==> config.mk <==
export PLATFORM = sky130hd
export DESIGN_NAME = gbte_ctrl
export DESIGN_NICKNAME = d
export VERILOG_FILES = /design/src/rtl/gap_buffer_text_editor_assert.svh /design/src/rtl/gbte_pkg.sv /design/src/rtl/gbte_ctrl.sv
export SDC_FILE = /design/constraint.sdc
export NUM_CORES = 1
export LEC_CHECK = 0
export BUFFER_PORTS_ARGS = -buffer_cell sky130_fd_sc_hd__buf_2
export CAP_MARGIN = 40
export CELL_PAD_IN_SITES_DETAIL_PLACEMENT = 1
export CELL_PAD_IN_SITES_GLOBAL_PLACEMENT = 1
export CORE_ASPECT_RATIO = 0.6
export CORE_UTILIZATION = 25
export DETAILED_ROUTE_END_ITERATION = 8
export MAX_ROUTING_LAYER = met4
export PLACE_DENSITY = 0.56
export RECOVER_POWER = 50
export SLEW_MARGIN = 30
export SYNTH_ARGS = -nofsm -noshare
export SYNTH_HDL_FRONTEND = slang
export SYNTH_SLANG_ARGS = --single-unit
==> constraint.sdc <==
create_clock -name aclk -period 12.2 [get_ports aclk]
set_clock_uncertainty 0.15 [all_clocks]
set_input_delay 1.22 -clock aclk [delete_from_list [all_inputs] [get_ports aclk]]
set_output_delay 1.22 -clock aclk [all_outputs]
set_load 0.005 [all_outputs]
==> src/rtl/gap_buffer_text_editor_assert.svh <==
// Assertion macros for the gap buffer text editor.
`ifndef GAP_BUFFER_TEXT_EDITOR_ASSERT_SVH
`define GAP_BUFFER_TEXT_EDITOR_ASSERT_SVH

`ifndef ASSERT_OFF

// Property that must hold at every rising edge out of reset.
`define GBTE_ASSERT(lbl, clk, rstn, prop, msg) \
    lbl: assert property (@(posedge clk) disable iff (!rstn) prop) else $error(msg);

// Condition that must never be seen at a rising edge out of reset.
`define GBTE_NEVER(lbl, clk, rstn, cond, msg) \
    lbl: assert property (@(posedge clk) disable iff (!rstn) !(cond)) else $error(msg);

`else

`define GBTE_ASSERT(lbl, clk, rstn, prop, msg)
`define GBTE_NEVER(lbl, clk, rstn, cond, msg)

`endif

`endif

==> src/rtl/gbte_pkg.sv <==
// Shared constants and types of the gap buffer text editor.
`default_nettype none

package gbte_pkg;

    localparam int BUF_DEPTH = 4096;
    localparam int ADDR_W    = $clog2(BUF_DEPTH);
    localparam int LEN_W     = 13;
    localparam int CHAR_W    = 8;
    localparam int IDX_W     = 12;
    localparam int REQ_W     = 3;

    // Largest usable length: the store depth, capped at what the length field holds.
    localparam logic [LEN_W-1:0] LEN_MAX   = (BUF_DEPTH > 8191) ? {LEN_W{1'b1}}
                                                                : LEN_W'(BUF_DEPTH);
    localparam logic [LEN_W-1:0] LEN_RESET = (BUF_DEPTH < 4096) ? LEN_W'(BUF_DEPTH)
                                                                : LEN_W'(4096);

    typedef enum logic [REQ_W-1:0] {
        REQ_INSERT     = 3'd0,
        REQ_MOVE_LEFT  = 3'd1,
        REQ_MOVE_RIGHT = 3'd2,
        REQ_DELETE     = 3'd3,
        REQ_BACKSPACE  = 3'd4,
        REQ_READ       = 3'd5
    } req_t;

    // Length register as seen by the controller.
    typedef struct packed {
        logic             wr;
        logic [LEN_W-1:0] wr_len;
        logic [LEN_W-1:0] len;
    } cfg_t;

    // One result item.
    typedef struct packed {
        logic              ok;
        logic [CHAR_W-1:0] ch;
        logic [LEN_W-1:0]  text_len;
        logic [LEN_W-1:0]  cursor;
        logic [LEN_W-1:0]  gap;
    } res_t;

    // Store access issued by the controller.
    typedef struct packed {
        logic              we;
        logic [ADDR_W-1:0] waddr;
        logic [CHAR_W-1:0] wdata;
        logic              re;
        logic [ADDR_W-1:0] raddr;
    } ram_req_t;

endpackage

`default_nettype wire

==> src/rtl/gbte_ctrl.sv <==
// Gap pointers, request decode and result register of the gap buffer.
`default_nettype none

module gbte_ctrl
    import gbte_pkg::*;
(
    input  wire logic              aclk,
    input  wire logic              aresetn,
    input  wire cfg_t              cfg,
    input  wire logic              in_valid,
    output logic                   in_ready,
    input  wire logic [REQ_W-1:0]  in_req,
    input  wire logic [CHAR_W-1:0] in_char,
    input  wire logic [IDX_W-1:0]  in_idx,
    output logic                   out_valid,
    input  wire logic              out_ready,
    output res_t                   out_res,
    output ram_req_t               ram,
    input  wire logic [CHAR_W-1:0] ram_rdata
);

    typedef enum logic {
        ST_IDLE,
        ST_FIN
    } state_t;

    state_t            state_reg, state_next;
    logic [LEN_W-1:0]  gs_reg, gs_next;
    logic [LEN_W-1:0]  ga_reg, ga_next;
    logic              pend_ok_reg, pend_ok_next;
    logic              pend_rd_reg, pend_rd_next;
    logic              pend_wr_reg, pend_wr_next;
    logic [ADDR_W-1:0] pend_addr_reg, pend_addr_next;
    logic              out_valid_reg, out_valid_next;
    res_t              out_reg, out_next;

    logic              accept;
    logic              ok;
    req_t              req;
    logic [LEN_W-1:0]  gap;
    logic [LEN_W-1:0]  text_len;
    logic [LEN_W-1:0]  phys;

    assign req      = req_t'(in_req);
    assign gap      = ga_reg - gs_reg;
    assign text_len = cfg.len - gap;
    assign phys     = ({1'b0, in_idx} < gs_reg) ? {1'b0, in_idx} : ({1'b0, in_idx} + gap);

    // Take a request only when the result register is free by the finish cycle.
    assign in_ready = (state_reg == ST_IDLE) && (!out_valid_reg || out_ready);
    assign accept   = in_valid && in_ready;

    always_comb begin
        ok             = 1'b0;
        gs_next        = gs_reg;
        ga_next        = ga_reg;
        state_next     = state_reg;
        pend_ok_next   = pend_ok_reg;
        pend_rd_next   = pend_rd_reg;
        pend_wr_next   = pend_wr_reg;
        pend_addr_next = pend_addr_reg;
        out_valid_next = out_valid_reg && !out_ready;
        out_next       = out_reg;
        ram            = '0;

        unique case (req)
            REQ_INSERT:     ok = ga_reg > gs_reg;
            REQ_MOVE_LEFT:  ok = gs_reg != '0;
            REQ_MOVE_RIGHT: ok = ga_reg < cfg.len;
            REQ_DELETE:     ok = ga_reg < cfg.len;
            REQ_BACKSPACE:  ok = gs_reg != '0;
            REQ_READ:       ok = {1'b0, in_idx} < text_len;
            default:        ok = 1'b0;
        endcase

        if (state_reg == ST_IDLE) begin
            if (accept) begin
                state_next   = ST_FIN;
                pend_ok_next = ok;
                pend_rd_next = (req == REQ_READ) && ok;
                pend_wr_next = 1'b0;
                if (ok) begin
                    unique case (req)
                        REQ_INSERT: begin
                            ram.we    = 1'b1;
                            ram.waddr = ADDR_W'(gs_reg);
                            ram.wdata = in_char;
                            gs_next   = gs_reg + 1'b1;
                        end
                        REQ_MOVE_LEFT: begin
                            ram.re         = 1'b1;
                            ram.raddr      = ADDR_W'(gs_reg - 1'b1);
                            pend_wr_next   = 1'b1;
                            pend_addr_next = ADDR_W'(ga_reg - 1'b1);
                            gs_next        = gs_reg - 1'b1;
                            ga_next        = ga_reg - 1'b1;
                        end
                        REQ_MOVE_RIGHT: begin
                            ram.re         = 1'b1;
                            ram.raddr      = ADDR_W'(ga_reg);
                            pend_wr_next   = 1'b1;
                            pend_addr_next = ADDR_W'(gs_reg);
                            gs_next        = gs_reg + 1'b1;
                            ga_next        = ga_reg + 1'b1;
                        end
                        REQ_DELETE:    ga_next = ga_reg + 1'b1;
                        REQ_BACKSPACE: gs_next = gs_reg - 1'b1;
                        REQ_READ: begin
                            ram.re    = 1'b1;
                            ram.raddr = ADDR_W'(phys);
                        end
                        default: ;
                    endcase
                end
            end
        end else begin
            // Finish: write back a carried character and load the result.
            state_next = ST_IDLE;
            if (pend_wr_reg) begin
                ram.we    = 1'b1;
                ram.waddr = pend_addr_reg;
                ram.wdata = ram_rdata;
            end
            out_valid_next   = 1'b1;
            out_next.ok      = pend_ok_reg;
            out_next.ch      = pend_rd_reg ? ram_rdata : '0;
            out_next.text_len = text_len;
            out_next.cursor  = gs_reg;
            out_next.gap     = gap;
        end

        // Length write reopens the whole store as gap.
        if (cfg.wr) begin
            gs_next = '0;
            ga_next = cfg.wr_len;
        end
    end

    always_ff @(posedge aclk) begin
        if (!aresetn) begin
            state_reg     <= ST_IDLE;
            gs_reg        <= '0;
            ga_reg        <= LEN_RESET;
            out_valid_reg <= 1'b0;
        end else begin
            state_reg     <= state_next;
            gs_reg        <= gs_next;
            ga_reg        <= ga_next;
            out_valid_reg <= out_valid_next;
        end
        pend_ok_reg   <= pend_ok_next;
        pend_rd_reg   <= pend_rd_next;
        pend_wr_reg   <= pend_wr_next;
        pend_addr_reg <= pend_addr_next;
        out_reg       <= out_next;
    end

    assign out_valid = out_valid_reg;
    assign out_res   = out_reg;

endmodule

`default_nettype wire

After elaboration in Yosys (flattened, before gate mapping)
Index checks and enable logic that the tools add are counted.
- output and inout port bits: 84
- flip-flop bits (word level): 91
- logic and storage cells: 75
- input bits: 62
- reduce and logical (&&, ||, !) cells: 24
- multiplexer cells: 19
- bitwise logic cells: 2
- add/subtract/negate cells: 7
- magnitude comparators: 4
- eq/ne operators: 6
- operators by type and width (operator ; number):
    $mux W34 ; 2
    $mux W13 ; 5
    $mux W21 ; 3
    $pmux W13 S2 ; 2
    $pmux W13 S3 ; 1
    $add A13 B1 Y13 const B ; 2
    $lt A12 B13 Y1 ; 2
    $sub A13 B1 Y13 const B ; 2
    $sub A13 B13 Y13 ; 2
    $pmux W12 S2 ; 1
    $gt A13 B13 Y1 ; 1
    $lt A13 B13 Y1 ; 1
    $reduce_bool A13 Y1 ; 1
    $add A12 B12 Y12 ; 1
    $mux W12 ; 1
    $reduce_and A4 Y1 ; 3
    $reduce_or A2 Y1 ; 6
    $reduce_bool A2 Y1 ; 4
    $eq A3 B2 Y1 const B ; 2
    $eq A3 B3 Y1 const B ; 2
    $logic_and A1 B1 Y1 ; 4
    $pmux W1 S4 ; 1
    $eq A3 B1 Y1 const B ; 1
    $logic_not A3 Y1 ; 1
    7 further kinds ; 11

Logic depth before layout (Yosys ltp)
- word-level depth: 8
- depth in mapped cells: 26
- mapped depth without buffers: 25

Worst setup path after synthesis
Ideal clock, no wire load.
- path type: register to output
- start: reg gs_reg[4]
- end: out ram[1] in the netlist's numbering
- path buffers: 1
- arrival time: 5214 ps
- cell stages (with the launch flop): 25
- required time: 10830 ps
- path slack: 5616 ps
- cell sequence: dfxtp_1 -> clkbuf_1 -> inv_1 -> ha_1 -> nand3_1 -> o21bai_1 -> a21boi_1 -> o21ai_0 -> nand2b_1 -> xor2_1 -> inv_1 -> ha_1 -> o2111a_1 -> nor3_1 -> o31ai_1 -> maj3_1 -> maj3_1 -> xnor2_1 -> ha_1 -> o221a_2 -> o21ai_0 -> or3_4 -> mux2i_4 -> nor2_4 -> a21boi_1
- RTL lines (what ; line ; RTL):
    from (decl) ; gbte_ctrl.sv:28 ; logic [LEN_W-1:0] gs_reg, gs_next;
    from (signal assigned) ; gbte_ctrl.sv:147 ; gs_reg <= gs_next;
    to (decl) ; gbte_ctrl.sv:18 ; output ram_req_t ram,

==> results by group <==
Status
  – Outcome: finished with violations
  – Failing checks: DRC, capacitance limit, slew limit

Route
  – WL final: 29.7 mm
  – Post-route DRC violation count: 1
  – Met3 wire length: roughly 1.9 mm
  – Wire per inst: about 22 um
  – Drt pass-1 iters: 7
  – Drt via density: just over 5
  – Met2 WL: approximately 11 mm
  – Antenna Nets Post-Route: 0
  – Uppermost routed layer: met4
  – M1 WL: 16.6 mm
  – DR vias: between 6000 and 7000
  – Initial DRC Count: 613

Logic synthesis
  – Synth warnings: 0
  – Post-synthesis sequential area ratio: 0.336
  – Area share of the largest cell type after synthesis: 0.259
  – Post-synth EDFFs: 63
  – Async set or reset register ratio after synthesis: 0
  – Most area-consuming cells after synthesis: edfxtp_1 (26%), ha_1 (12%), dfxtp_1 (7.7%)
  – Mapped cell area: 0.00731 mm^2
  – Main flop type after synthesis: edfxtp_1
  – Syn Nets: 956
  – Post-synthesis cell type count: 72
  – Synth area leader: edfxtp_1
  – Syn Area/Cell: just under 9 um^2
  – Most frequent cell after synthesis: ha_1
  – Syn Inst Count: between 800 and 900
  – Yosys reg bits: 91
  – Top cells by count, synth: ha_1 (70), nand2_1 (67), nor2_1 (64)

Job
  – Max Cap Viol: 1

Place
  – Port bufs: between 100 and 150
  – Placed cell count: 1316
  – Global placement routability congestion: 0.911
  – Post-DP HPWL: 23.6 mm
  – Post-DP Area: about 0.0085 mm^2

STA
  – Worst slew margin: -1.19
  – Slew of the pin with the lowest slew margin: 3.29 ns
  – Worst hold slack: 0.280 ns
  – Crit path time final: ~8.3 ns
  – Fin Setup TNS: 0 ns
  – Slew Limit Fails: 50
  – RSZ-0062 raised after global routing: false
  – Fmax: 0.120 GHz
  – Part of the cycle the worst path needs: 0.683
  – Endpoints failing hold: 0
  – Setup violators final: 0

Setup path
  – Worst reg2reg endpoint: ga_reg[12]$_SDFFE_PN1P_
  – CP Launch Type: register
  – Critical path class: reg2out
  – Worst reg2reg path startpoint: gs_reg[4]$_SDFFE_PP0P_
  – CP endpoint kind: primary output
  – R2R cell count: 21
  – CP max FO: 12
  – Arr. time, crit path: about 7 ns
  – WP data required: ~11 ns
  – Register-to-register setup slack: 6.18 ns

CTS
  – Post-CTS Setup Bufs: 0
  – Clock transition at path regs: approximately 0.070 ns
  – Clk Latency, worst-skew pair: roughly 0.39 ns
  – CTS Hold Buffers Added: 0
  – CTS Buffer Depth: 2
  – CTS resizes: 0
  – Clock buffer count from CTS: 9
  – CTS sink cnt: 91
  – Clk root buf: clkbuf_16
  – H-tree depth: 3
  – TritonCTS clock tree: yes

Die
  – CORE AREA: 0.0287 mm^2
  – Ports: roughly 150
  – Initial core utilization: 0.254
  – Chip height: roughly 130 um
  – Row count: 48
  – DIE AREA: around 0.03 mm^2
  – Die X: 223 um

Pwr
  – Pint: a little over 700 uW
  – VDD IR max: 0.0674 mV
  – Switching part of the total: 0.375
  – Seq pwr share: 0.326
  – Power, Total: 1140 uW
  – Clk pwr share: 0.288
  – Power Density: 130 mW/mm^2
  – Psw: 427 uW
  – Lkg Pwr: 0.00365 uW
  – Logic pwr share: 0.386

Worst hold path
  – Worst min-delay path category: reg2reg
  – Beginning of the worst hold path: pend_ok_reg$_DFFE_PP_
  – Hold Crit Endpoint: out_res[47]$_DFFE_PP_
  – Worst hold path depth: 0

Global routing
  – Initial antenna violation count: 0
  – Largest net degree at the start of global routing: 50
  – Global route total overflow: 0
  – First-pass GRT wire length: 44.4 mm
  – Gr usage total: 0.209
  – Vias in the first global route: 6692

Finish
  – Design area: slightly below 0.009 mm^2
  – Area Growth Syn to Fin: 20.1%
  – Layout fillers: 3451
  – Fraction of layout cells with a size suffix above 1: 0.194
  – Final Net Count: approximately 1100
  – Max FFs per register: 48
  – Non-filler instance count after layout: 1333
  – Ant diodes: 0
logic make-up (layout without fill, tap and decap cells):
kind of cell | after synthesis | after routing | synth area share
and+or+nand+nor | 259 | 259 | 0.174
AOI/OAI and AO/OA | 203 | 203 | 0.193
buffers and inverters | 106 | 243 | 0.0565
DFF | 91 | 91 | 0.336
adders and majority gates | 76 | 76 | 0.132
xor gates and xnor gates | 72 | 72 | 0.0863
muxes | 14 | 14 | 0.0224
layout by cell type, fill, tap and decap left out, types with 7 or more instances in the layout:
cell type	n
buf_2	121
ha_1	70
nand2_1	67
inv_1	63
nor2_1	63
edfxtp_1	63
xnor2_1	52
o21ai_0	47
a21oi_1	41
nor3_1	33
dfxtp_1	28
clkbuf_1	26
a22o_1	21
xor2_1	20
nand3_1	16
nand2b_1	14
a21o_1	12
buf_4	11
nand4_1	10
nor4_1	10
mux2_2	9
clkbuf_16	9
nor2b_1	8
and2_1	8
o31ai_1	8
a211oi_1	8
a222oi_1	8
or2_2	7
a21boi_0	7
how the worst max path moves through the flow:
stage,from,end
floorplan,gs_reg[4]$_SDFFE_PP0P_,ram[1]
global placement,gs_reg[4]$_SDFFE_PP0P_,ram[10]
detailed placement,gs_reg[4]$_SDFFE_PP0P_,ram[10]
CTS,gs_reg[4]$_SDFFE_PP0P_,ram[10]
global route,gs_reg[4]$_SDFFE_PP0P_,ram[1]
finish,gs_reg[4]$_SDFFE_PP0P_,ram[10]
worst max-delay path, cell delays in order, from the launching register on:
cell and delay (ns):
dfxtp_1 0.60, inv_1 0.24, ha_1 0.43, nand3_1 0.17
o21bai_1 0.26, a21boi_1 0.35, o21ai_0 0.13, nand2b_1 0.11
xor2_1 0.31, inv_1 0.12, ha_1 0.36, o2111a_1 0.16
nor3_1 0.28, o31ai_1 0.19, maj3_1 0.40, maj3_1 0.37
xnor2_1 0.15, ha_1 0.28, o221a_2 0.18, o21ai_0 0.12
or3_4 0.39, mux2i_4 0.49, nor2_4 0.15, o31a_1 0.19
buf_2 0.14
area by class of cell:
| cell class | instances | area [um^2] | share of cell area |
|---|---|---|---|
| Clock inverter | 7 | 98.8 | 0.0113 |
| Clock buffer | 9 | 225 | 0.0257 |
| Timing Repair Buffer | 159 | 801 | 0.0913 |
| Sequential cell | 91 | 2450 | 0.280 |
| Multi-Input combinational cell | 624 | 4470 | 0.509 |
| Inverter | 68 | 260 | 0.0297 |
| Tap cell | 375 | 469 | 0.0535 |
power groups by stage:
| stage | registers (uW) | logic [uW] | clock network, uW |
|---|---|---|---|
| 5_1_grt | 373 | 485 | 348 |
| 2_1_floorplan | 378 | 280 | 0 |
| 3_5_place_dp | 377 | 434 | 0 |
| 4_1_cts | 370 | 438 | 339 |
| 3_3_place_gp | 377 | 428 | 0 |
| 6_report | 371 | 439 | 328 |
through the flow:
step                       util  worst slack [ns]
final                     0.306              3.86
after global routing      0.306              3.35
after CTS                 0.306              3.87
after detailed placement  0.295              4.31
after global placement    0.294              4.33
after floorplan               -              5.62
routing by layer:
metal  up-vias  GRT usage
li1       3235          -
met1      3350      0.329
met2       186      0.257
met3        17     0.0528
met4         0     0.0364
met5         -          -
(Power assumes the default switching activity.)
